### src/rtl/tlcs_pkg.sv
// tlcs_pkg: shared types, constants and character codes of the character-step lexer
`default_nettype none
package tlcs_pkg;

	localparam int MAX_TOKEN_BYTES = 1023;
	localparam int LEN_W = $clog2(MAX_TOKEN_BYTES + 1);

	// one source byte yields at most three result items
	localparam int SLOTS = 3;
	localparam int CNT_W = $clog2(SLOTS + 1);
	localparam int SLOT_W = $clog2(SLOTS);

	localparam int QDEPTH = 4;
	localparam int QAW = $clog2(QDEPTH);

	localparam logic [7:0] CH_U      = 8'h75;
	localparam logic [7:0] CH_B      = 8'h62;
	localparam logic [7:0] CH_R      = 8'h72;
	localparam logic [7:0] CH_N      = 8'h6e;
	localparam logic [7:0] CH_T      = 8'h74;
	localparam logic [7:0] CH_QUOTE  = 8'h22;
	localparam logic [7:0] CH_BSLASH = 8'h5c;
	localparam logic [7:0] CH_UNDER  = 8'h5f;
	localparam logic [7:0] CH_DOT    = 8'h2e;
	localparam logic [7:0] CH_LF     = 8'h0a;
	localparam logic [7:0] CH_TAB    = 8'h09;

	typedef enum logic [2:0] {
		K_STRING = 3'd0,
		K_NUMBER = 3'd1,
		K_IDENT  = 3'd2,
		K_OPER   = 3'd3,
		K_ERROR  = 3'd4,
		K_END    = 3'd5
	} kind_t;

	typedef enum logic [2:0] {
		M_IDLE    = 3'd0,
		M_PREFIX  = 3'd1,
		M_STRING  = 3'd2,
		M_ESCAPE  = 3'd3,
		M_UNICODE = 3'd4,
		M_NUMBER  = 3'd5,
		M_IDENT   = 3'd6
	} lex_mode_t;

	typedef struct packed {
		lex_mode_t        mode;
		logic [7:0]       pfx;
		logic [2:0]       rcl;
		logic [LEN_W-1:0] len;
		logic             exc;
	} lex_state_t;

	localparam lex_state_t LEX_IDLE = '{
		mode: M_IDLE, pfx: 8'h00, rcl: 3'd0, len: '0, exc: 1'b0
	};

	typedef struct packed {
		logic [7:0] ch;
		logic       at_end;
	} char_item_t;

	typedef struct packed {
		kind_t      kind;
		logic       has_byte;
		logic [7:0] value_byte;
		logic       token_end;
		logic       overflow;
		logic       last;
	} tok_item_t;

	typedef struct packed {
		logic [CNT_W-1:0]          cnt;
		tok_item_t [SLOTS-1:0]     items;
	} bundle_t;

	function automatic logic is_space(input logic [7:0] c);
		return (c == 8'h20) || (c inside {[8'h09:8'h0d]});
	endfunction

	function automatic logic is_digit(input logic [7:0] c);
		return c inside {[8'h30:8'h39]};
	endfunction

	function automatic logic is_alpha(input logic [7:0] c);
		return (c inside {[8'h41:8'h5a]}) || (c inside {[8'h61:8'h7a]});
	endfunction

	function automatic logic is_oper(input logic [7:0] c);
		return c inside {8'h2b, 8'h2d, 8'h2a, 8'h2f, 8'h3d, 8'h3c, 8'h3e, 8'h21, 8'h26,
			8'h7c};
	endfunction

endpackage
`default_nettype wire

### src/rtl/tlcs_queue.sv
// tlcs_queue: short queue of result bundles between the lexer front and the output stage
`default_nettype none
module tlcs_queue (
	input  logic              clk,
	input  logic              arst_n,
	input  logic              push,
	input  tlcs_pkg::bundle_t push_bundle,
	output logic              full,
	output logic              head_valid,
	output tlcs_pkg::bundle_t head,
	input  logic              pop
);
	import tlcs_pkg::*;

	bundle_t        mem_q [QDEPTH];
	logic [QAW-1:0] wr_q;
	logic [QAW-1:0] rd_q;
	logic [QAW:0]   cnt_q;

	assign full = (cnt_q == (QAW + 1)'(QDEPTH));
	assign head_valid = (cnt_q != '0);
	assign head = mem_q[rd_q];

	always_ff @(posedge clk) begin
		if (push) begin
			mem_q[wr_q] <= push_bundle;
		end
	end

	always_ff @(posedge clk or negedge arst_n) begin
		if (!arst_n) begin
			wr_q <= '0;
			rd_q <= '0;
			cnt_q <= '0;
		end else begin
			if (push) begin
				wr_q <= wr_q + QAW'(1);
			end
			if (pop) begin
				rd_q <= rd_q + QAW'(1);
			end
			if (push && !pop) begin
				cnt_q <= cnt_q + (QAW + 1)'(1);
			end else if (pop && !push) begin
				cnt_q <= cnt_q - (QAW + 1)'(1);
			end
		end
	end

	a_push_room: assert property (@(posedge clk) disable iff (!arst_n) push |-> !full)
		else $error("push into full queue");
	a_pop_data: assert property (@(posedge clk) disable iff (!arst_n) pop |-> head_valid)
		else $error("pop from empty queue");
	a_push_items: assert property (@(posedge clk) disable iff (!arst_n)
		push |-> (push_bundle.cnt != '0))
		else $error("empty bundle pushed");
	a_ptr_match: assert property (@(posedge clk) disable iff (!arst_n)
		(!head_valid || full) |-> (wr_q == rd_q))
		else $error("queue pointers disagree with fill count");

endmodule
`default_nettype wire

### config.mk
export PLATFORM = sky130hd
export DESIGN_NAME = tlcs_queue
export DESIGN_NICKNAME = d
export VERILOG_FILES = /design/src/rtl/tlcs_pkg.sv /design/src/rtl/tlcs_queue.sv
export SDC_FILE = /design/constraint.sdc
export NUM_CORES = 1
export LEC_CHECK = 0
export ABC_AREA = 0
export BUFFER_PORTS_ARGS = -buffer_cell sky130_fd_sc_hd__buf_2
export CAP_MARGIN = 15
export CELL_PAD_IN_SITES_DETAIL_PLACEMENT = 1
export CELL_PAD_IN_SITES_GLOBAL_PLACEMENT = 2
export CORE_MARGIN = 4
export CORE_UTILIZATION = 40
export CTS_CLUSTER_SIZE = 40
export DETAILED_ROUTE_END_ITERATION = 10
export PLACE_DENSITY = 0.75
export SYNTH_ARGS = -nofsm -noshare
export SYNTH_HDL_FRONTEND = slang
export SYNTH_SLANG_ARGS = --single-unit
### constraint.sdc
create_clock -name clk -period 3 [get_ports clk]
set_clock_uncertainty 0.2 [all_clocks]
set_input_delay 0.15 -clock clk [delete_from_list [all_inputs] [get_ports clk]]
set_output_delay 0.15 -clock clk [all_outputs]
set_load 0.02 [all_outputs]
==> run summary <==
The share of Yosys cell area claimed by the top area cell type is 0.784. The clock root buffer master is sky130_fd_sc_hd__clkbuf_16. The initial antenna violation count came to 0. The achievable clock frequency is around 400 MHz. The sum of net half-perimeters after detailed placement came out at approximately 8800 um. The average size of a mapped cell came out at roughly 26 um2.

The mapped cell area came out at roughly 7200 um2. The sequential share of power is 0.445. The via count of the first global-routing pass came out at just under 4000. The initial standard-cell utilization of the core came out at 0.412. The post-cts sizing count came out at 0. The number of synthesis warnings is 0. Entering global routing, the biggest net connects 35 pins.

The growth of design area from synthesis to finish is 25.3%. The combinational cell fraction of total power is 0.325. The number of input and output port buffers inserted is 99.

For the worst setup path, the data arrival time is around 2200 ps. STA classifies the critical path endpoint as an output port. Measured in cells, the most critical reg-to-reg path has a length of 4. The overall die area is 20200 um2. Once layout is complete, the cells apart from fillers number 687. The largest fanout on the critical path is 18. Counting instances, the worst hold path has a depth of 2. The number of hold-repair buffers added at the cts stage came out at 51. The TritonCTS buffer count is 17. The worst hold path begins at push_bundle[26].

The worst register-to-register path ends at mem_q[2][7]$_DFFE_PP_. The critical path in this run is classified as register to output port. The run finished with clean final reports.

The clock sink count is 195. Ranked by total cell area, the synthesized netlist is headed by sky130_fd_sc_hd__edfxtp_1 78%, sky130_fd_sc_hd__mux4_2 14%, sky130_fd_sc_hd__dfrtp_1 2.4%. The beginning of the worst register-to-register path is wr_q[0]$_DFFE_PN0P_. The y dimension of the die is 142 um.

The worst-case IR drop observed on VDD is approximately 0.45 mV. The clock input transition at the sequential cells of the worst setup and hold paths came out at 70 ps. The remaining design rule violation count is 0.

The post-synthesis sequential area ratio is 0.808. The worst-case clock buffer depth came out at 2. Counting flops and latches in the post-synthesis netlist gives around 200. The internal portion of the total power is 5.78 mW. The number of I/O pins is 100. The number of detailed-route iterations in the first pass came out at 4. The design draws between 8 and 9 mW.

The number of hold violations in the final report is 0. The remaining antenna violation count after routing came out at 0. The number of distinct library cells after synthesis is 21. When the netlist entered floorplanning its net count stood at roughly 340.

In this run the power density over the cells is about 940 nW/um2. The share of final-layout standard cells stronger than drive strength 1 is 0.400. The switching power as a share of total power came out at 0.317. The actual transition at the worst max-transition pin came out at between 400 and 500 ps. The routed via count divided by cell count is 4.92. The reg2reg setup slack came out at roughly 1000 ps. The leakage dissipation came out at 3.13 nW. The antenna cell count is 0. In this run the worst hold path is classified as input pin to register. The source-to-sink clock delay at the later pin of the worst-skew pair came out at 420 ps.

For this run the aggregate overflow at the end of global routing stands at 0. Summed over all nets, the switching power comes to between 2 and 3 mW. The number of setup buffers added after CTS is 0.

The endpoint required time on the critical path came out at around 2700 ps. The wire length of the first global-routing pass came out at 22500 um. Dividing the final minimum period by the clock period gives 0.854. Summed over all instances, the cell type with the most area after synthesis is sky130_fd_sc_hd__edfxtp_1.

The cell total after placement is 604. The count of endpoints failing setup in the final report came out at 0. TritonCTS built the clock tree. The part of the total power dissipated in the clock network came out at 0.230.

The routed design could run at a clock period as short as roughly 2600 ps. The headroom to the max-slew limit came out at 0.686. The final layout contains approximately 510 nets.

Setup repair after global routing left no endpoint under its margin. The number of vias in the routed layout is roughly 3400. The H-tree depth is 4. The final count of pins violating max slew came out at 0. Summed over all layers, the routed wires come to about 14000 um. The reported max-cap violation count came out at 0. The number of core rows came out at 48. Dividing the detail-routed wire length by the instance count gives a little over 20 um. Synthesis produced a netlist whose cell count is between 200 and 300. Tracing the worst setup path back leads to its startpoint at rd_q[0]$_DFFE_PN0P_. The global placement routability congestion came out at just under 0.7. After routing, the total negative slack on setup checks comes to 0 ps.

STA classifies the critical path startpoint as a register. The number of DRC violations after detailed-routing iteration 0 came out at 135. The global router's overall resource usage is 0.149. The floorplan core area came out at 17500 um2. The width of the die came out at 142 um. The worst hold endpoint is mem_q[2][26]$_DFFE_PP_.
[worst max-delay path by stage]
stage	endpoint	slack, ps	cells past startpoint
floorplan	mem_q[2][0]$_DFFE_PP_	650	3
global placement	head[2]	820	3
detailed placement	head[2]	840	3
CTS	head[2]	360	3
global route	head[2]	290	3
finish	head[2]	440	3
[layout make-up]
type                            count  area, um2
Fill cell                        1566       8450
Multi-Input combinational cell     70       1270
Clock buffer                       20        437
Clock inverter                     12       66.3
Sequential cell                   195       5830
Timing Repair Buffer              161       1130
Tap cell                          225        282
Inverter                            4       15.0
[layer usage]
metal  global-route usage  part of all wire
met1                0.187              0.42
met2                0.259              0.53
met3               0.0440             0.044
met4               0.0333            0.0058
met5                    0                 0
[cell usage in the layout (no fill, tap or decap)]
cell type	instances
sky130_fd_sc_hd__and2_2	4
sky130_fd_sc_hd__buf_12	3
sky130_fd_sc_hd__buf_2	99
sky130_fd_sc_hd__buf_4	8
sky130_fd_sc_hd__clkbuf_1	3
sky130_fd_sc_hd__clkbuf_16	17
sky130_fd_sc_hd__clkinv_1	6
sky130_fd_sc_hd__clkinv_2	1
sky130_fd_sc_hd__clkinvlp_4	4
sky130_fd_sc_hd__dfrtp_1	5
sky130_fd_sc_hd__dfrtp_2	1
sky130_fd_sc_hd__dfrtp_4	1
sky130_fd_sc_hd__dlygate4sd3_1	51
sky130_fd_sc_hd__edfxtp_1	188
sky130_fd_sc_hd__fa_1	1
sky130_fd_sc_hd__ha_1	5
sky130_fd_sc_hd__inv_1	4
sky130_fd_sc_hd__inv_6	1
sky130_fd_sc_hd__mux2_2	1
sky130_fd_sc_hd__mux4_1	2
sky130_fd_sc_hd__mux4_2	45
sky130_fd_sc_hd__nand2_1	2
sky130_fd_sc_hd__nor2_1	1
sky130_fd_sc_hd__nor3b_1	1
sky130_fd_sc_hd__o21ai_0	1
sky130_fd_sc_hd__or3_1	1
sky130_fd_sc_hd__xnor2_1	2
sky130_fd_sc_hd__xor2_1	4
[per-stage QoR]
step	worst slack (ps)	instance area, um2	hold slack [ps]	utilization
after floorplan	651	7200	-346	-
after global placement	817	8010	-201	0.458
after detailed placement	844	8010	-195	0.458
after CTS	356	9020	254	0.516
after global routing	294	9020	270	0.516
final	437	9020	283	0.516
[worst max-delay path: stages (launching register included)]
cell	delay, ps
sky130_fd_sc_hd__dfrtp_4	600
sky130_fd_sc_hd__buf_4	410
sky130_fd_sc_hd__mux4_2	580
sky130_fd_sc_hd__buf_2	180
[registers in the layout, summed over array words and instances (netlist names)]
| register | cells |
|---|---|
| wr_q | 2 |
| mem_q | 188 |
| cnt_q | 3 |
| rd_q | 2 |
[cells in the mapped netlist (all sizes together)]
cell / number
clkbuf: 2
fa: 1
o21ai: 1
buf: 9
nand2: 2
dfrtp: 7
mux2: 1
edfxtp: 188
or3: 1
and2: 4
nor3b: 1
ha: 5
xnor2: 2
nor2: 1
inv: 4
mux4: 47
xor2: 4
[cell families (layout without fill, tap and decap cells)]
kind of cell / count (synthesis) / after routing / synth area share
AO/OA/AOI/OAI: 1 / 1 / 0.000695
multiplexers: 48 / 48 / 0.150
buffers and inverters: 15 / 197 / 0.0155
adder cells (fa/ha/maj): 6 / 6 / 0.0115
AND/OR/NAND/NOR: 9 / 9 / 0.00695
flip-flops: 195 / 195 / 0.808
XOR/XNOR: 6 / 6 / 0.00730
[power by group through the flow]
stage,Clock (mW),Sequential [mW],Combinational (mW)
final,1.95,3.77,2.75
after global routing,2.14,3.82,2.97
after CTS,2.02,3.79,2.84
after detailed placement,0,3.84,2.78
after global placement,0,3.80,2.76
after floorplan,0,3.73,1.97
Power figures use the tool's default switching activity.
