===== config.mk =====
export PLATFORM = sky130hd
export DESIGN_NAME = tlcs_back
export DESIGN_NICKNAME = d
export VERILOG_FILES = /design/src/rtl/tlcs_pkg.sv /design/src/rtl/tlcs_back.sv
export SDC_FILE = /design/constraint.sdc
export NUM_CORES = 1
export LEC_CHECK = 0
export BUFFER_PORTS_ARGS = -buffer_cell sky130_fd_sc_hd__clkbuf_2
export CAP_MARGIN = 0
export CORE_ASPECT_RATIO = 1.4
export CORE_MARGIN = 5
export CORE_UTILIZATION = 35
export DETAILED_ROUTE_END_ITERATION = 16
export PLACE_DENSITY_LB_ADDON = 0.15
export SLEW_MARGIN = 20
export SYNTH_ARGS = -nofsm -noshare
export SYNTH_HDL_FRONTEND = slang
export SYNTH_SLANG_ARGS = --single-unit

===== constraint.sdc =====
create_clock -name clk -period 1.5 [get_ports clk]
set_input_delay 0.075 -clock clk [delete_from_list [all_inputs] [get_ports clk]]
set_output_delay 0.075 -clock clk [all_outputs]
set_load 0.01 [all_outputs]

===== src/rtl/tlcs_pkg.sv =====
// tlcs_pkg: shared types, constants and character codes of the character-step lexer
`default_nettype none
package tlcs_pkg;

	localparam int MAX_TOKEN_BYTES = 1023;
	localparam int LEN_W = $clog2(MAX_TOKEN_BYTES + 1);

	// one source byte yields at most three result items
	localparam int SLOTS = 3;
	localparam int CNT_W = $clog2(SLOTS + 1);
	localparam int SLOT_W = $clog2(SLOTS);

	localparam int QDEPTH = 4;
	localparam int QAW = $clog2(QDEPTH);

	localparam logic [7:0] CH_U      = 8'h75;
	localparam logic [7:0] CH_B      = 8'h62;
	localparam logic [7:0] CH_R      = 8'h72;
	localparam logic [7:0] CH_N      = 8'h6e;
	localparam logic [7:0] CH_T      = 8'h74;
	localparam logic [7:0] CH_QUOTE  = 8'h22;
	localparam logic [7:0] CH_BSLASH = 8'h5c;
	localparam logic [7:0] CH_UNDER  = 8'h5f;
	localparam logic [7:0] CH_DOT    = 8'h2e;
	localparam logic [7:0] CH_LF     = 8'h0a;
	localparam logic [7:0] CH_TAB    = 8'h09;

	typedef enum logic [2:0] {
		K_STRING = 3'd0,
		K_NUMBER = 3'd1,
		K_IDENT  = 3'd2,
		K_OPER   = 3'd3,
		K_ERROR  = 3'd4,
		K_END    = 3'd5
	} kind_t;

	typedef enum logic [2:0] {
		M_IDLE    = 3'd0,
		M_PREFIX  = 3'd1,
		M_STRING  = 3'd2,
		M_ESCAPE  = 3'd3,
		M_UNICODE = 3'd4,
		M_NUMBER  = 3'd5,
		M_IDENT   = 3'd6
	} lex_mode_t;

	typedef struct packed {
		lex_mode_t        mode;
		logic [7:0]       pfx;
		logic [2:0]       rcl;
		logic [LEN_W-1:0] len;
		logic             exc;
	} lex_state_t;

	localparam lex_state_t LEX_IDLE = '{
		mode: M_IDLE, pfx: 8'h00, rcl: 3'd0, len: '0, exc: 1'b0
	};

	typedef struct packed {
		logic [7:0] ch;
		logic       at_end;
	} char_item_t;

	typedef struct packed {
		kind_t      kind;
		logic       has_byte;
		logic [7:0] value_byte;
		logic       token_end;
		logic       overflow;
		logic       last;
	} tok_item_t;

	typedef struct packed {
		logic [CNT_W-1:0]          cnt;
		tok_item_t [SLOTS-1:0]     items;
	} bundle_t;

	function automatic logic is_space(input logic [7:0] c);
		return (c == 8'h20) || (c inside {[8'h09:8'h0d]});
	endfunction

	function automatic logic is_digit(input logic [7:0] c);
		return c inside {[8'h30:8'h39]};
	endfunction

	function automatic logic is_alpha(input logic [7:0] c);
		return (c inside {[8'h41:8'h5a]}) || (c inside {[8'h61:8'h7a]});
	endfunction

	function automatic logic is_oper(input logic [7:0] c);
		return c inside {8'h2b, 8'h2d, 8'h2a, 8'h2f, 8'h3d, 8'h3c, 8'h3e, 8'h21, 8'h26,
			8'h7c};
	endfunction

endpackage
`default_nettype wire


===== src/rtl/tlcs_back.sv =====
// tlcs_back: unpacks bundles into single result items through the output register
`default_nettype none
module tlcs_back (
	input  logic                clk,
	input  logic                arst_n,
	input  logic                head_valid,
	input  tlcs_pkg::bundle_t   head,
	output logic                pop,
	output logic                tok_valid,
	input  logic                tok_stall,
	output tlcs_pkg::tok_item_t tok_item
);
	import tlcs_pkg::*;

	logic [SLOT_W-1:0] idx_q;
	logic              tok_valid_q;
	tok_item_t         tok_item_q;
	tok_item_t         cur;
	logic              load;

	assign cur = head.items[idx_q];
	assign load = !tok_valid_q || !tok_stall;
	assign pop = load && head_valid && cur.last;
	assign tok_valid = tok_valid_q;
	assign tok_item = tok_item_q;

	always_ff @(posedge clk or negedge arst_n) begin
		if (!arst_n) begin
			tok_valid_q <= 1'b0;
			idx_q <= '0;
		end else if (load) begin
			tok_valid_q <= head_valid;
			if (head_valid) begin
				idx_q <= cur.last ? '0 : idx_q + SLOT_W'(1);
			end
		end
	end

	always_ff @(posedge clk) begin
		if (load && head_valid) begin
			tok_item_q <= cur;
		end
	end

endmodule
`default_nettype wire


==> metrics.md, run 1 <==
| Metric | Value |
|---|---|
| Status | `completed` |
| Pre-antenna DRT Iters | `3` |
| DR vias/cell | `about 4.5` |
| RSZ-0062 raised after global routing | `false` |
| FF-to-FF path depth | `6` |
| Worst-Skew Late Latency | `0.29 ns` |
| Routed via count | `877` |
| Mapped Area | `between 900 and 1000 um2` |
| Critical path startpoint | `idx_q[1]` |
| Distinct cells, synth | `17` |
| Core Footprint | `about 2600 um2` |
| Remaining antenna violation count after routing | `0` |
| Worst reg2reg endpoint | `tok_item[4]` |
| Sequential area share after synthesis | `between 50% and 60%` |
| Yosys warning count | `0` |
| Initial antenna violation count | `0` |
| Remaining Overflow, GRT | `0` |
| Die Wd | `53.8 um` |
| Net count, final | `around 210` |
| CTS sink cnt | `18` |
| Most frequent cells in the layout | `65 x clkbuf_2, 16 x mux2i_1, 16 x nand2_1` |
| Max incr delay on CP | `~0.41 ns` |
| Worst-path fanout max | `12` |
| Worst Setup Start Kind | `flip-flop` |
| Largest net degree at the start of global routing | `13` |
| WHS Path Cells | `2` |
| Ant diodes | `0` |
| Global placer's final weighted congestion | `0.621` |
| Share of layout cells above drive strength 1 | `52.9%` |
| H-Tree Depth | `1` |
| Worst hold path type | `in -> reg` |
| Total track usage | `roughly 12%` |
| F_max | `approximately 700 MHz` |
| Die area | `between 3000 and 4000 um2` |
| Reg clk slew, reported paths | `around 0.090 ns` |
| CP Data Required Time | `1.42 ns` |
| First-pass GRT wire length | `between 3000 and 4000 um` |
| CTS tree | `built` |
| Leading cell type in the layout, fill and taps excluded | `clkbuf_2` |
| #FFs+latches synth | `18` |
| Cells after Synth | `80` |
| CP Cell Sequence | `buf_6, or2_1, a21boi_2, clkbuf_2` |
| Number of CTS-inserted buffers | `3` |
| 1st-iter DRT viols | `12` |
| Final Hold Viols | `0` |
| CP Class | `reg -> out` |
| IO buf count | `65` |
| PwrDens | `1080 nW/um2` |
| Max-slew headroom | `a little over four fifths` |
| Die Ht | `71.3 um` |
| Slowest cell on crit path | `dfrtp_1` |
| Worst hold margin | `roughly 0.036 ns` |
| Post-detail-place hpwl | `around 1900 um` |
| Row count | `22` |
| Maximum vdd drop | `~0.00071 V` |
| Hold EP | `tok_valid` |
| # setup viols final | `0` |
| Hold Crit Start | `tok_stall` |
| Worst Path Arrival | `roughly 1.4 ns` |
| Clk_skew | `approximately 0.0076 ns` |
| DR DRC count | `0` |
| Shortest period the worst path allows | `between 1 and 1.5 ns` |
| Worst r2r src | `idx_q[1]` |
| Final Slew Violations | `0` |
| Starting Density | `a little over a third` |
| Syn nets | `about 130` |
| WL/cell | `~12 um` |
| Max-capacitance violation count | `0` |
| Detailed Route WL | `approximately 2300 um` |
| Setup TNS | `0 ns` |
| Leak Pwr | `about 0.67 nW` |
| Area growth syn-to-layout | `51.4%` |
| Tcrit/Tclk final | `a little under 100%` |
| CTS Buffer Depth | `2` |
| Vias in the first global route | `about 870` |
| Worst slew pin tran | `between 0.2 and 0.25 ns` |
| R2R setup slack | `approximately 0.15 ns` |
| Top-level I/O count | `a little under 70` |
| Avg Cell Area, Syn | `11.7 um2` |
| CP Capture Type | `output port` |
| CTS Root Cell | `clkbuf_4` |
==> power by group <==
part / internal [mW] / total [mW] / switching (mW)
sequential: 0.659 / 0.692 / 0.0329
clock: 0.103 / 0.252 / 0.148
combinational: 0.315 / 0.593 / 0.278
==> cells in the mapped netlist <==
master | count | share of area (%)
a21boi_2 | 2 | 2.4
a32o_1 | 1 | 1.1
nand3_1 | 1 | 0.53
inv_1 | 1 | 0.40
a21o_1 | 1 | 0.80
buf_4 | 2 | 1.6
or2_1 | 1 | 0.67
o21ai_1 | 1 | 0.53
nand2_1 | 16 | 6.4
buf_6 | 2 | 2.4
mux2i_1 | 16 | 17
nor2b_4 | 1 | 1.5
o21ai_0 | 15 | 8.0
dfrtp_1 | 3 | 8.0
clkbuf_1 | 1 | 0.40
nor2_1 | 1 | 0.40
edfxtp_1 | 15 | 48
==> layer usage <==
metal | share of wire (%) | routed length [um] | track usage, %
met5 | 0 | 0 | 0
met4 | 1.5 | 34 | 6.25
met3 | 12 | 283 | 3.95
met2 | 51 | 1160 | 22.4
met1 | 35 | 814 | 12.1
==> sequential cells by signal (all words and copies together) (netlist names) <==
signal,count
idx_q,2
tok_valid,1
tok_item,15
==> repair_timing <==
item                                   CTS  global route
endpoints found under the hold margin    4             0
resized for setup                        1             1
setup buffers                            3             1
hold buffers                             2             0
setup endpoints to repair                1             1
pin swaps                                0             0
==> worst max-delay path, delay by kind of cell, from the launching register on <==
kind | cells | cell delay [ns]
AO/OA/AOI/OAI | 1 | 0.12
flip-flops | 1 | 0.41
AND/OR/NAND/NOR | 1 | 0.25
buffers and inverters | 2 | 0.29
==> per-stage QoR <==
step / std cells / worst slack, ns / instance area [um2] / total power, mW / util (%)
CTS: 192 / 0.0230 / 1410 / 1.55 / 54.0
floorplan: 80 / 0.160 / 947 / 1.05 / -
global placement: 183 / 0.157 / 1330 / 1.23 / 50.8
detailed placement: 183 / 0.130 / 1330 / 1.24 / 50.8
global route: 193 / 0.0000776 / 1420 / 1.63 / 54.4
finish: 193 / 0.0597 / 1420 / 1.54 / 54.4
==> worst max-delay path by stage <==
stage / slack (ns) / cells past startpoint / to
finish: 0.06 / 4 / pop
detailed placement: 0.13 / 3 / tok_item[13]
global placement: 0.16 / 3 / tok_item[12]
CTS: 0.02 / 4 / pop
global route: 0.00008 / 4 / pop
floorplan: 0.16 / 3 / idx_q[1]
==> logic make-up after synthesis <==
kind of cell,share of synthesized area (%)
AO/OA/AOI/OAI,12.8
multiplexers,17.0
flip-flops,55.9
buffers and inverters,4.79
AND/OR/NAND/NOR,9.45
==> final cells by class <==
| cell class | count | area [um2] |
|---|---|---|
| repair buffers | 78 | 444 |
| inverters | 1 | 3.75 |
| flip-flops and latches | 18 | 527 |
| clock buffers | 4 | 26.3 |
| multi-input cells | 56 | 377 |
| fillers | 257 | 1190 |
| well taps | 36 | 45.0 |
No activity file was read; power rests on OpenSTA's default activity.
==> run 2, diff against run 1 <==
--- a/config.mk
+++ b/config.mk
@@ -11,7 +11,7 @@
 export CORE_MARGIN = 5
 export CORE_UTILIZATION = 35
 export DETAILED_ROUTE_END_ITERATION = 16
-export PLACE_DENSITY_LB_ADDON = 0.15
+export PLACE_DENSITY = 0.73
 export SLEW_MARGIN = 20
 export SYNTH_ARGS = -nofsm -noshare
 export SYNTH_HDL_FRONTEND = slang
==> metrics.md, run 2 (same netlist as run 1, synthesis figures left out) <==
| Metric | Value |
|---|---|
| Status | `completed` |
| Ant diodes | `0 (unchanged)` |
| Die Ht | `71.3 um (unchanged)` |
| Largest net degree at the start of global routing | `15 (+2)` |
| Register area | `528 um2 (+0.24%)` |
| Critical Path Stages | `4 (unchanged)` |
| Remaining Overflow, GRT | `0 (unchanged)` |
| Area growth syn-to-layout | `51.9%` |
| Worst Setup Start Kind | `flip-flop` |
| CTS tree | `built` |
| Setup crit end | `pop` |
| Global placer's final weighted congestion | `0.757 (+22%)` |
| Post-detail-place hpwl | `2000 um (+6.5%)` |
| Worst reg2reg endpoint | `tok_item[3]` |
| Clock network power share | `15.3% (-1.1 points)` |
| Leak Pwr | `0.671 nW (+0.44%)` |
| Setup TNS | `0 ns (unchanged)` |
| Reg clk slew, reported paths | `0.10 ns (about the same)` |
| PwrDens | `1080 nW/um2 (-0.16%)` |
| Top-level I/O count | `68 (unchanged)` |
| H-Tree Depth | `1 (unchanged)` |
| RSZ-0062 raised after global routing | `false` |
| Maximum vdd drop | `0.000428 V (-39%)` |
| Share of layout cells above drive strength 1 | `53.8% (+0.93 points)` |
| Footprint of the multi-input gates | `377 um2 (unchanged)` |
| Net count, final | `210 (+0.48%)` |
| Crit path max-delay family | `flip-flops` |
| Worst slew pin tran | `0.174 ns (-0.0559 ns)` |
| Max incr delay on CP | `0.41 ns (about the same)` |
| WL/cell | `12.4 um (+4.3%)` |
| Die area | `3840 um2 (unchanged)` |
| Number of CTS-inserted buffers | `3 (unchanged)` |
| Core Footprint | `2620 um2 (unchanged)` |
| Most frequent cells in the layout | `65 x clkbuf_2, 16 x mux2i_1, 16 x nand2_1` |
| Sum of buffers and inverters on the critical path | `2 (unchanged)` |
| FF-to-FF path depth | `5 (-1)` |
| Flop pwr share | `44.4% (-0.6 points)` |
| Worst-Skew Late Latency | `0.28 ns (about the same)` |
| IO buf count | `65 (unchanged)` |
| Row count | `22 (unchanged)` |
| Worst-path fanout max | `5 (-7)` |
| F_max | `704 MHz (+1.4%)` |
| Worst Path Arrival | `1.35 ns (-0.02 ns)` |
| Max reg flops | `15 (unchanged)` |
| Switching Share | `30.0% (+0.11 points)` |
| CTS Buffer Depth | `2 (unchanged)` |
| Design Area, Final | `1430 um2 (+0.35%)` |
| Final Hold Viols | `0 (unchanged)` |
| CP Cell Sequence | `buf_4, or2_1, a21boi_2, clkbuf_2` |
| Placed cell area | `1340 um2 (+0.94%)` |
| Detailed Route WL | `2410 um (+4.8%)` |
| # setup viols final | `0 (unchanged)` |
| Pre-antenna DRT Iters | `4 (+1)` |
| Remaining antenna violation count after routing | `0 (unchanged)` |
| Shortest period the worst path allows | `1.42 ns (-0.0197 ns)` |
| Slowest cell on crit path | `dfrtp_2` |
| Die Wd | `53.8 um (unchanged)` |
| DR DRC count | `0 (unchanged)` |
| Max-slew headroom | `88.3% (+3.6 points)` |
| Gate power share | `40.2% (+1.6 points)` |
| CP Class | `reg -> out` |
| Initial antenna violation count | `0 (unchanged)` |
| Filler Cell Count | `249 (-3.1%)` |
| CP Data Required Time | `1.42 ns (about the same)` |
| Vias in the first global route | `938 (+7.9%)` |
| First-pass GRT wire length | `3840 um (+9.7%)` |
| Psw | `0.462 mW (+0.56%)` |
| Total track usage | `13.6% (+1.1 points)` |
| CTS sink cnt | `18 (unchanged)` |
| Starting Density | `35.9% (unchanged)` |
| CTS Root Cell | `clkbuf_4` |
| DR vias/cell | `4.70 (+3.5%)` |
| Int Pwr | `1.08 mW (about the same)` |
| R2R setup slack | `0.17 ns (+0.02 ns)` |
| Tcrit/Tclk final | `94.7% (-1.3 points)` |
| Leading cell type in the layout, fill and taps excluded | `clkbuf_2` |
| Final Slew Violations | `0 (unchanged)` |
| Worst r2r src | `idx_q[0]` |
| Critical path startpoint | `idx_q[1]` |
| Routed via count | `912 (+4.0%)` |
| 1st-iter DRT viols | `21 (+9)` |
| Max-capacitance violation count | `0 (unchanged)` |
| CP Capture Type | `output port` |
| Clk_skew | `0.00433 ns (-0.00329 ns)` |
| Worst hold path type | `in -> reg` |
==> run 2: cell types whose count changed in the layout (fill, tap and decap cells not counted), sizes merged <==
cell    previous run  this run
clkinv             0         1
clkbuf            69        68
buf               11        12
==> run 2: power by group through the flow <==
stage                     Sequential, mW  Combinational, mW  Clock, mW
after floorplan                    0.726              0.324          0
after global placement             0.722              0.523          0
after detailed placement           0.726              0.542          0
after CTS                          0.685              0.628      0.244
after global routing               0.693              0.689      0.273
final                              0.684              0.619      0.236
==> run 2: worst min-delay path by stage <==
stage,slack (ns),endpoint,depth (start not counted),startpoint
after floorplan,-0.22,idx_q[0],0,arst_n
after global placement,-0.12,tok_valid,1,arst_n
after detailed placement,-0.12,idx_q[0],1,arst_n
after CTS,0.05,tok_valid,2,tok_stall
after global routing,0.05,tok_valid,2,tok_stall
final,0.05,tok_valid,2,tok_stall
==> run 2: layer usage <==
metal	track usage (%)	part of all wire [%]	vias up
met5	0	0	-
li1	-	-	446
met4	9.38	3.3	0
met3	1.87	5.9	6
met1	12.7	33	429
met2	25.3	58	31
==> run 2: through the flow <==
step	setup WS (ns)	power, mW	hold WS [ns]	std cells	util (%)
finish	0.0795	1.54	0.0486	194	54.6
detailed placement	0.132	1.27	-0.120	183	51.3
floorplan	0.160	1.05	-0.221	80	-
global placement	0.189	1.25	-0.124	183	51.3
global route	0.0143	1.66	0.0481	194	54.6
CTS	0.0651	1.56	0.0457	194	54.6
==> run 2: timing repair <==
| item | 4_1_cts | 5_1_grt |
|---|---|---|
| buffers inserted | 5 | 0 |
| gates resized for setup | 2 | 0 |
| endpoints found under the hold margin | 4 | 0 |
| endpoints found under the setup margin | 1 | 0 |
| hold buffers | 2 | 0 |
==> run 2: area by class of cell <==
type                            count  area share (%)
Clock buffer                        3            1.58
Clock inverter                      1           0.263
Inverter                            1           0.263
Multi-Input combinational cell     56            26.4
Sequential cell                    18            37.0
Tap cell                           36            3.16
Timing Repair Buffer               79            31.4
